File: config.mk
export PLATFORM = sky130hd
export DESIGN_NAME = page_frame_allocator_unit
export DESIGN_NICKNAME = d
export VERILOG_FILES = /design/src/sv/pfa_pkg.sv /design/src/sv/pfa_free_stack.sv /design/src/sv/pfa_owner_table.sv /design/src/sv/pfa_queue.sv /design/src/sv/page_frame_allocator_unit.sv
export SDC_FILE = /design/constraint.sdc
export NUM_CORES = 2
export LEC_CHECK = 0
export ABC_AREA = 1
export BUFFER_PORTS_ARGS = -buffer_cell sky130_fd_sc_hd__buf_2
export CORE_ASPECT_RATIO = 1.25
export CORE_UTILIZATION = 45
export DETAILED_ROUTE_END_ITERATION = 12
export PLACE_DENSITY = 0.69
export SETUP_SLACK_MARGIN = 0.5
export SLEW_MARGIN = 25
export SYNTH_ARGS = -nofsm -noshare
export SYNTH_HDL_FRONTEND = slang
export SYNTH_SLANG_ARGS = --single-unit
File: constraint.sdc
create_clock -name clk -period 8.71 [get_ports clk]
set_input_delay 2.1775 -clock clk [delete_from_list [all_inputs] [get_ports clk]]
set_output_delay 2.1775 -clock clk [all_outputs]
set_load 0.005 [all_outputs]
File: src/sv/pfa_pkg.sv
package pfa_pkg;

  // Fixed sizes of the frame pool, owner table and allocation queue.
  localparam int NUM_FRAMES = 64;
  localparam int FRAME_AW   = 6;
  localparam int FRAME_CW   = 7;
  localparam int NUM_OWNERS = 16;
  localparam int OWNER_AW   = 4;
  localparam int FIFO_DEPTH = 64;
  localparam int QUEUE_AW   = 6;
  localparam int QUEUE_CW   = 7;
  localparam int USAGE_W    = 24;
  localparam logic [USAGE_W-1:0] USAGE_MAX = {USAGE_W{1'b1}};

  // Request modes.
  localparam logic [1:0] MODE_ALLOC   = 2'd0;
  localparam logic [1:0] MODE_RELEASE = 2'd1;
  localparam logic [1:0] MODE_QUERY   = 2'd2;
  localparam logic [1:0] MODE_UNUSED  = 2'd3;

  typedef enum logic [2:0] {
    ST_IDLE,
    ST_ALLOC,
    ST_REL,
    ST_RDQ,
    ST_FIN
  } state_t;

  typedef struct packed {
    logic [1:0]  mode;
    logic [3:0]  owner_id;
    logic [6:0]  pages_needed;
    logic [19:0] memory_required;
  } in_req_t;

  typedef struct packed {
    logic        ok;
    logic [6:0]  frames_changed;
    logic [6:0]  free_frames;
    logic        owner_present;
    logic [23:0] owner_bytes;
    logic [3:0]  oldest_owner;
    logic        queue_empty;
    logic [31:0] pages_in_total;
    logic [31:0] pages_out_total;
  } out_rsp_t;

  // Free stack port.
  typedef struct packed {
    logic                rd_en;
    logic [FRAME_AW-1:0] rd_addr;
    logic [FRAME_CW-1:0] low_mark;
    logic                wr_en;
    logic [FRAME_AW-1:0] wr_addr;
    logic [FRAME_AW-1:0] wr_data;
  } fs_ctl_t;

  // Owner table port.
  typedef struct packed {
    logic                clear_all;
    logic                rd_en;
    logic [FRAME_AW-1:0] rd_addr;
    logic                set_en;
    logic [FRAME_AW-1:0] set_addr;
    logic [OWNER_AW-1:0] set_owner;
    logic                clr_en;
    logic [FRAME_AW-1:0] clr_addr;
  } ot_ctl_t;

  // Allocation queue port.
  typedef struct packed {
    logic                wr_en;
    logic [QUEUE_AW-1:0] wr_addr;
    logic [OWNER_AW-1:0] wr_data;
    logic                rd_en;
    logic [QUEUE_AW-1:0] rd_addr;
  } fq_ctl_t;

endpackage

File: src/sv/pfa_free_stack.sv
module pfa_free_stack (
  input  logic                         clk,
  input  pfa_pkg::fs_ctl_t             ctl,
  output logic [pfa_pkg::FRAME_AW-1:0] rd_frame
);

  logic [pfa_pkg::FRAME_AW-1:0] mem [pfa_pkg::NUM_FRAMES];
  logic [pfa_pkg::FRAME_AW-1:0] rd_q;
  logic [pfa_pkg::FRAME_AW-1:0] addr_q;
  logic                         init_q;

  // Entries below the low mark were never pushed since the last reload and
  // are read back as their own index.
  always_ff @(posedge clk) begin
    if (ctl.wr_en) begin
      mem[ctl.wr_addr] <= ctl.wr_data;
    end
    if (ctl.rd_en) begin
      rd_q   <= mem[ctl.rd_addr];
      addr_q <= ctl.rd_addr;
      init_q <= ({1'b0, ctl.rd_addr} < ctl.low_mark);
    end
  end

  assign rd_frame = init_q ? addr_q : rd_q;

endmodule

File: src/sv/pfa_owner_table.sv
module pfa_owner_table (
  input  logic                         clk,
  input  logic                         rst_n,
  input  pfa_pkg::ot_ctl_t             ctl,
  output logic                         rd_valid,
  output logic [pfa_pkg::OWNER_AW-1:0] rd_owner
);

  logic [pfa_pkg::OWNER_AW-1:0] mem [pfa_pkg::NUM_FRAMES];
  logic [pfa_pkg::NUM_FRAMES-1:0] valid_r;
  logic [pfa_pkg::NUM_FRAMES-1:0] valid_nxt;

  // Owner tags live in memory; one valid bit per frame in flops.
  always_ff @(posedge clk) begin
    if (ctl.set_en) begin
      mem[ctl.set_addr] <= ctl.set_owner;
    end
    if (ctl.rd_en) begin
      rd_owner <= mem[ctl.rd_addr];
      rd_valid <= valid_r[ctl.rd_addr];
    end
  end

  // Valid bit updates: reload clears all, allocate sets, release clears.
  always_comb begin
    valid_nxt = valid_r;
    if (ctl.set_en) begin
      valid_nxt[ctl.set_addr] = 1'b1;
    end
    if (ctl.clr_en) begin
      valid_nxt[ctl.clr_addr] = 1'b0;
    end
    if (ctl.clear_all) begin
      valid_nxt = '0;
    end
  end

  always_ff @(posedge clk) begin
    if (!rst_n) begin
      valid_r <= '0;
    end else begin
      valid_r <= valid_nxt;
    end
  end

endmodule

File: src/sv/pfa_queue.sv
module pfa_queue (
  input  logic                         clk,
  input  pfa_pkg::fq_ctl_t             ctl,
  output logic [pfa_pkg::OWNER_AW-1:0] rd_data
);

  logic [pfa_pkg::OWNER_AW-1:0] mem [pfa_pkg::FIFO_DEPTH];

  // Ring of owners in grant order.
  always_ff @(posedge clk) begin
    if (ctl.wr_en) begin
      mem[ctl.wr_addr] <= ctl.wr_data;
    end
    if (ctl.rd_en) begin
      rd_data <= mem[ctl.rd_addr];
    end
  end

endmodule

File: src/sv/page_frame_allocator_unit.sv
// Channel   Direction  Handshake              Payload
// in_       input      in_valid / in_ready    pfa_pkg::in_req_t
// out_      output     out_valid / out_ready  pfa_pkg::out_rsp_t
// cfg_      input      cfg_valid / cfg_ready  active_frames, 7 bits
//
// One request at a time. Query, refused allocate and mode 3 go straight to
// the queue read and the final step; an allocate does one free stack read a
// frame; a release does one owner table read for each of 64 frames.
// Reset is synchronous; no clearing pass is needed after it.
// A held result in the output register stalls only the final step.
module page_frame_allocator_unit (
  input  logic               clk,
  input  logic               rst_n,
  input  logic               in_valid,
  output logic               in_ready,
  input  pfa_pkg::in_req_t   in_data,
  output logic               out_valid,
  input  logic               out_ready,
  output pfa_pkg::out_rsp_t  out_data,
  input  logic               cfg_valid,
  output logic               cfg_ready,
  input  logic [6:0]         cfg_data
);

  localparam logic [pfa_pkg::FRAME_CW-1:0] NF_C = pfa_pkg::FRAME_CW'(pfa_pkg::NUM_FRAMES);
  localparam logic [pfa_pkg::QUEUE_CW-1:0] FD_C = pfa_pkg::QUEUE_CW'(pfa_pkg::FIFO_DEPTH);

  pfa_pkg::state_t state_r, state_nxt;
  pfa_pkg::in_req_t req_r;
  pfa_pkg::out_rsp_t out_r, rsp;
  logic out_valid_r;

  logic [pfa_pkg::FRAME_CW-1:0] fc_r, lw_r, k_r, chg_r;
  logic [pfa_pkg::QUEUE_AW-1:0] head_r;
  logic [pfa_pkg::QUEUE_CW-1:0] cnt_r;
  logic [31:0] pin_r, pout_r;
  logic [pfa_pkg::USAGE_W-1:0] usage_r [pfa_pkg::NUM_OWNERS];
  logic [pfa_pkg::FRAME_CW-1:0] ocnt_r [pfa_pkg::NUM_OWNERS];
  logic ok_r, p_valid_r;
  logic [pfa_pkg::FRAME_AW-1:0] p_frame_r;

  pfa_pkg::fs_ctl_t fs_ctl;
  pfa_pkg::ot_ctl_t ot_ctl;
  pfa_pkg::fq_ctl_t fq_ctl;
  logic [pfa_pkg::FRAME_AW-1:0] fs_frame;
  logic ot_valid;
  logic [pfa_pkg::OWNER_AW-1:0] ot_owner, fq_data;

  logic in_fire, cfg_fire, out_load, grant, issue, hit, push, alloc_done, rel_done;
  logic [pfa_pkg::FRAME_CW-1:0] fc_after, cfg_clamp;
  logic [pfa_pkg::USAGE_W:0] usage_sum;
  logic [pfa_pkg::USAGE_W-1:0] usage_cur, bytes_ext;

  pfa_free_stack u_fs (.clk(clk), .ctl(fs_ctl), .rd_frame(fs_frame));
  pfa_owner_table u_ot (.clk(clk), .rst_n(rst_n), .ctl(ot_ctl),
                        .rd_valid(ot_valid), .rd_owner(ot_owner));
  pfa_queue u_fq (.clk(clk), .ctl(fq_ctl), .rd_data(fq_data));

  // Handshakes and request decode.
  assign in_fire   = in_valid && in_ready;
  assign cfg_ready = 1'b1;
  assign cfg_fire  = cfg_valid;
  assign grant     = (in_data.mode == pfa_pkg::MODE_ALLOC) &&
                     (in_data.pages_needed <= fc_r) && (cnt_r != FD_C);
  assign out_load  = (state_r == pfa_pkg::ST_FIN) && (!out_valid_r || out_ready);
  assign fc_after  = fc_r - req_r.pages_needed;
  assign hit       = (state_r == pfa_pkg::ST_REL) && p_valid_r && ot_valid &&
                     (ot_owner == req_r.owner_id);
  assign push      = hit && (fc_r < NF_C);
  assign alloc_done = (state_r == pfa_pkg::ST_ALLOC) &&
                      (k_r == req_r.pages_needed) && !p_valid_r;
  assign rel_done  = (state_r == pfa_pkg::ST_REL) && (k_r == NF_C) && !p_valid_r;
  assign usage_cur = usage_r[in_data.owner_id];
  assign bytes_ext = pfa_pkg::USAGE_W'(in_data.memory_required);
  assign usage_sum = {1'b0, usage_cur} + {1'b0, bytes_ext};

  always_comb begin
    cfg_clamp = cfg_data;
    if (cfg_data == '0) begin
      cfg_clamp = pfa_pkg::FRAME_CW'(1);
    end else if (cfg_data > NF_C) begin
      cfg_clamp = NF_C;
    end
  end

  // Next state.
  always_comb begin
    state_nxt = state_r;
    unique case (state_r)
      pfa_pkg::ST_IDLE: begin
        if (in_valid) begin
          if (grant) begin
            state_nxt = pfa_pkg::ST_ALLOC;
          end else if (in_data.mode == pfa_pkg::MODE_RELEASE) begin
            state_nxt = pfa_pkg::ST_REL;
          end else begin
            state_nxt = pfa_pkg::ST_RDQ;
          end
        end
      end
      pfa_pkg::ST_ALLOC: if (alloc_done) state_nxt = pfa_pkg::ST_RDQ;
      pfa_pkg::ST_REL:   if (rel_done) state_nxt = pfa_pkg::ST_RDQ;
      pfa_pkg::ST_RDQ:   state_nxt = pfa_pkg::ST_FIN;
      pfa_pkg::ST_FIN:   if (out_load) state_nxt = pfa_pkg::ST_IDLE;
      default:           state_nxt = pfa_pkg::ST_IDLE;
    endcase
  end

  // Memory port controls.
  always_comb begin
    in_ready = (state_r == pfa_pkg::ST_IDLE);
    issue    = 1'b0;
    if (state_r == pfa_pkg::ST_ALLOC) begin
      issue = (k_r != req_r.pages_needed);
    end else if (state_r == pfa_pkg::ST_REL) begin
      issue = (k_r != NF_C);
    end

    fs_ctl          = '0;
    fs_ctl.rd_en    = issue && (state_r == pfa_pkg::ST_ALLOC);
    fs_ctl.rd_addr  = pfa_pkg::FRAME_AW'(fc_r - pfa_pkg::FRAME_CW'(1) - k_r);
    fs_ctl.low_mark = lw_r;
    fs_ctl.wr_en    = push;
    fs_ctl.wr_addr  = fc_r[pfa_pkg::FRAME_AW-1:0];
    fs_ctl.wr_data  = p_frame_r;

    ot_ctl           = '0;
    ot_ctl.clear_all = cfg_fire;
    ot_ctl.rd_en     = issue && (state_r == pfa_pkg::ST_REL);
    ot_ctl.rd_addr   = k_r[pfa_pkg::FRAME_AW-1:0];
    ot_ctl.set_en    = p_valid_r && (state_r == pfa_pkg::ST_ALLOC);
    ot_ctl.set_addr  = fs_frame;
    ot_ctl.set_owner = req_r.owner_id;
    ot_ctl.clr_en    = hit;
    ot_ctl.clr_addr  = p_frame_r;

    fq_ctl         = '0;
    fq_ctl.wr_en   = in_fire && grant;
    fq_ctl.wr_addr = head_r + cnt_r[pfa_pkg::QUEUE_AW-1:0];
    fq_ctl.wr_data = in_data.owner_id;
    fq_ctl.rd_en   = (state_r == pfa_pkg::ST_RDQ);
    fq_ctl.rd_addr = head_r;
  end

  // Result assembly.
  always_comb begin
    rsp                 = '0;
    rsp.ok              = ok_r;
    rsp.frames_changed  = chg_r;
    rsp.free_frames     = fc_r;
    rsp.owner_present   = (ocnt_r[req_r.owner_id] != '0);
    rsp.owner_bytes     = usage_r[req_r.owner_id];
    rsp.oldest_owner    = (cnt_r != '0) ? fq_data : '0;
    rsp.queue_empty     = (cnt_r == '0);
    rsp.pages_in_total  = pin_r;
    rsp.pages_out_total = pout_r;
  end

  // Control and bookkeeping registers.
  always_ff @(posedge clk) begin
    if (!rst_n) begin
      state_r     <= pfa_pkg::ST_IDLE;
      out_valid_r <= 1'b0;
      fc_r        <= NF_C;
      lw_r        <= NF_C;
      head_r      <= '0;
      cnt_r       <= '0;
      pin_r       <= '0;
      pout_r      <= '0;
      k_r         <= '0;
      p_valid_r   <= 1'b0;
      for (int i = 0; i < pfa_pkg::NUM_OWNERS; i++) begin
        usage_r[i] <= '0;
        ocnt_r[i]  <= '0;
      end
    end else begin
      state_r   <= state_nxt;
      p_valid_r <= issue;
      if (issue) begin
        k_r       <= k_r + pfa_pkg::FRAME_CW'(1);
        p_frame_r <= k_r[pfa_pkg::FRAME_AW-1:0];
      end
      if (out_load) begin
        out_valid_r <= 1'b1;
      end else if (out_ready) begin
        out_valid_r <= 1'b0;
      end

      // Reload of the frame pool.
      if (cfg_fire) begin
        fc_r <= cfg_clamp;
        lw_r <= cfg_clamp;
        for (int i = 0; i < pfa_pkg::NUM_OWNERS; i++) begin
          ocnt_r[i] <= '0;
        end
      end

      // Request entry: usage, queue and counters for this request.
      if (in_fire) begin
        req_r <= in_data;
        k_r   <= '0;
        chg_r <= '0;
        ok_r  <= (in_data.mode != pfa_pkg::MODE_UNUSED) &&
                 ((in_data.mode != pfa_pkg::MODE_ALLOC) || grant);
        if (grant) begin
          usage_r[in_data.owner_id] <= usage_sum[pfa_pkg::USAGE_W] ?
                                       pfa_pkg::USAGE_MAX : usage_sum[pfa_pkg::USAGE_W-1:0];
          ocnt_r[in_data.owner_id]  <= ocnt_r[in_data.owner_id] + in_data.pages_needed;
          cnt_r <= cnt_r + pfa_pkg::QUEUE_CW'(1);
          pin_r <= pin_r + 32'(in_data.pages_needed);
          chg_r <= in_data.pages_needed;
        end else if (in_data.mode == pfa_pkg::MODE_RELEASE) begin
          usage_r[in_data.owner_id] <= (usage_cur > bytes_ext) ?
                                       usage_cur - bytes_ext : '0;
          if (cnt_r != '0) begin
            head_r <= head_r + pfa_pkg::QUEUE_AW'(1);
            cnt_r  <= cnt_r - pfa_pkg::QUEUE_CW'(1);
          end
        end
      end

      // Allocate finishes: frames leave the stack.
      if (alloc_done) begin
        fc_r <= fc_after;
        if (fc_after < lw_r) begin
          lw_r <= fc_after;
        end
      end

      // Release: each owned frame goes back on the stack.
      if (hit) begin
        chg_r <= chg_r + pfa_pkg::FRAME_CW'(1);
      end
      if (push) begin
        fc_r <= fc_r + pfa_pkg::FRAME_CW'(1);
      end
      if (rel_done) begin
        ocnt_r[req_r.owner_id] <= '0;
        pout_r <= pout_r + 32'(chg_r);
      end
    end
  end

  // Output register.
  always_ff @(posedge clk) begin
    if (out_load) begin
      out_r <= rsp;
    end
  end

  assign out_valid = out_valid_r;
  assign out_data  = out_r;

endmodule

==> impl_metrics.env <==
export IMPL_status="finished clean"
export IMPL_worstSetupStartpointType="primary input"
export IMPL_gp_congestion=0.9700
export IMPL_async_flop_share=0
export IMPL_rsz0062_at_grt="false"
export IMPL_topRoutingLayerUsed="met5"
export IMPL_nFillCells=15261
export IMPL_cp_max_fo=44
export IMPL_clkSlewWorstSetupHoldPaths_ns=0.06
export IMPL_yosys_warnings=0
export IMPL_drc_errors=0
export IMPL_hold_path_class="reg -> reg"
export IMPL_dr_pass1_iters=6
export IMPL_drive_gt1_frac=0.08865
export IMPL_coreArea_sq_um=173900
export IMPL_cts_htree_levels=4
export IMPL_yosysTopAreaCell="edfxtp_1"
export IMPL_powerDensity_nw_per_um2=250.3
export IMPL_post_place_cells=9694
export IMPL_tritoncts="done"
export IMPL_cts_setup_buffers=0
export IMPL_grt_overflow=0
export IMPL_grt_pass1_vias=57930
export IMPL_tns_ns=0
export IMPL_finish_utilization=0.5050
export IMPL_cts_root_buf="clkbuf_16"
export IMPL_timing_slew_headroom=0.2264
export IMPL_fmax_mhz=151.3
export IMPL_multi_input_comb_area_sq_um=25860
export IMPL_via_per_inst=6.059
export IMPL_critPathKind="in -> reg"
export IMPL_grt_max_degree=254
export IMPL_synth_enable_flop_cells=1548
export IMPL_cap_viol_max_count=0
export IMPL_synthFlopType="edfxtp_1"
export IMPL_totalWireLength_um=239700
export IMPL_yosys_top_cells_area="edfxtp_1 59%, nor2_1 7.2%, o21ai_0 5.6%"
export IMPL_p_leak_nw=30.77
export IMPL_vias=60719
export IMPL_post_drt_wl_per_cell_um=23.92
export IMPL_antenna_found_initial=9
export IMPL_clock_sinks=1719
export IMPL_hpwl_um=150800
export IMPL_synth_area_sq_um=78980
export IMPL_die_h_um=470.4
export IMPL_grt_pass1_wl_um=355000
export IMPL_cts_resized_gates=0
export IMPL_synth_seq_area_share=0.6319
export IMPL_m1WireLength_um=91140
export IMPL_synthTopCellsByCount="1,548 x edfxtp_1, 1,510 x nor2_1, 886 x o21ai_0"
export IMPL_cts_buffer_depth=3
export IMPL_pin_count=157
export IMPL_endpoint_kind="flop"
export IMPL_start_util=0.4541
export IMPL_insertion_delay_ns=0.86
export IMPL_syn_inst=7548
export IMPL_crit_arrival_ns=7.28
export IMPL_slew_violations=0
export IMPL_syn2layout_area_growth_pct=11.22
export IMPL_hold_violations=0
export IMPL_worst_pin_slew_ns=1.154
export IMPL_ys_types=60
export IMPL_final_seq_area_sq_um=49920
export IMPL_die_area_sq_um=177200
export IMPL_dr_first_iter_drc_count=7686
export IMPL_grt_util_all_layers=0.2633
export IMPL_stdcell_count=10021
export IMPL_numCtsBuffers=170
export IMPL_nets=7698
export IMPL_syn_num_nets=7712
export IMPL_met2_length_um=111400
export IMPL_synth_seq_cells=1719
export IMPL_ctsHoldBuffers=0
export IMPL_die_w_um=376.7
export IMPL_worst_ep_required_time_ns=9.38
export IMPL_antenna_left=0
export IMPL_ir_worst_vdd_mv=0.1885
export IMPL_period_needed_ns=6.611
export IMPL_wl_met3_um=25120
export IMPL_rows=171
export IMPL_setup_viol=0
export IMPL_synth_most_common_cell="edfxtp_1"
export IMPL_avgSynthCellArea_sq_um=10.46
export IMPL_total_power_w=0.02199
export IMPL_fin_crit_sh=0.7590
export IMPL_whs_ns=0.4388
export IMPL_portBuffers=155
export IMPL_synth_top_area_frac=0.5885
export IMPL_fin_skew_ns=0.07932
[critical path, stage by stage]
cell and delay [ns]:
buf_4 0.43, inv_4 0.19, nor2_4 0.66, buf_12 0.31, a22oi_1 0.11, a21boi_0 0.26
a2111o_1 0.19, ha_1 0.33, nand2_1 0.13, o21ai_0 0.22, nand4_1 0.10, nand2_1 0.10
nand2_1 0.05, nand3_1 0.12, nand2_1 0.12, a21oi_2 0.71, nand3_2 0.67, a21oi_1 0.31
[stage by stage]
step	setup slack (ns)	instance area, sq um
floorplan	1.390	78980
global placement	1.451	81830
detailed placement	1.406	81860
CTS	2.263	87740
global route	1.749	87840
finish	2.099	87840
[logic make-up (layout without fill, tap and decap cells)]
| group | Yosys count | count (layout) | synth area share |
|---|---|---|---|
| compound gates | 1993 | 1993 | 0.1509 |
| xor+xnor | 83 | 83 | 0.009204 |
| fa+ha+maj | 119 | 119 | 0.01971 |
| buf+inv | 829 | 963 | 0.04238 |
| flops | 1719 | 1719 | 0.6319 |
| mux | 1 | 1 | 0.0001267 |
| other cells | 1 | 5 | 0.00004748 |
| simple gates | 2803 | 2803 | 0.1457 |
[cells in the final DEF (no fill, tap or decap), types with 83 or more instances in the layout]
| cell | instances |
|---|---|
| nand3_1 | 246 |
| o21ai_0 | 886 |
| a21oi_1 | 283 |
| nand2_1 | 780 |
| nor3_1 | 83 |
| o22ai_1 | 211 |
| buf_2 | 152 |
| clkbuf_16 | 170 |
| ha_1 | 109 |
| dfxtp_1 | 167 |
| o221ai_1 | 126 |
| edfxtp_1 | 1548 |
| inv_1 | 319 |
| nor2_1 | 1501 |
| buf_4 | 117 |
| a22oi_1 | 214 |
[worst paths after layout]
kind	startpoint	end	slack, ns	depth (start not counted)
setup / recovery	in_data[27]	usage_r[4][21]	2.10	18
hold / removal	ok_r	out_data[108]	0.44	0
hold reg to reg	ok_r	out_data[108]	0.44	0
setup reg to reg	k_r[0]	u_fs.rd_q[5]	3.42	15
[layout make-up]
cell class,instances,area share
repair buffers,279,0.02119
clock inverters,115,0.01652
flip-flops and latches,1719,0.5683
clock buffers,205,0.05049
multi-input cells,5000,0.2944
inverters,364,0.01574
well taps,2335,0.03326
diodes,4,0.0001139
[per-layer routing]
metal | up-vias | track usage
met2 | 3522 | 0.4207
met1 | 29251 | 0.3423
li1 | 27184 | -
met4 | 10 | 0.1240
met3 | 752 | 0.05486
met5 | - | 0
[flip-flops by register name (all words and copies together), names as in the netlist, 32 cells and up, named ones only]
register and count:
u_fq.mem 256, out_data 109, pout_r 32, u_ot.mem 256
usage_r 384, u_fs.mem 384, ocnt_r 112, pin_r 32
u_ot.valid_r 64
[where the power goes]
part	internal, W	switching, W
registers	0.00935	0.000189
clock network	0.00445	0.00329
logic	0.00123	0.00347
total	0.0150	0.00695
Power figures use the tool's default switching activity.
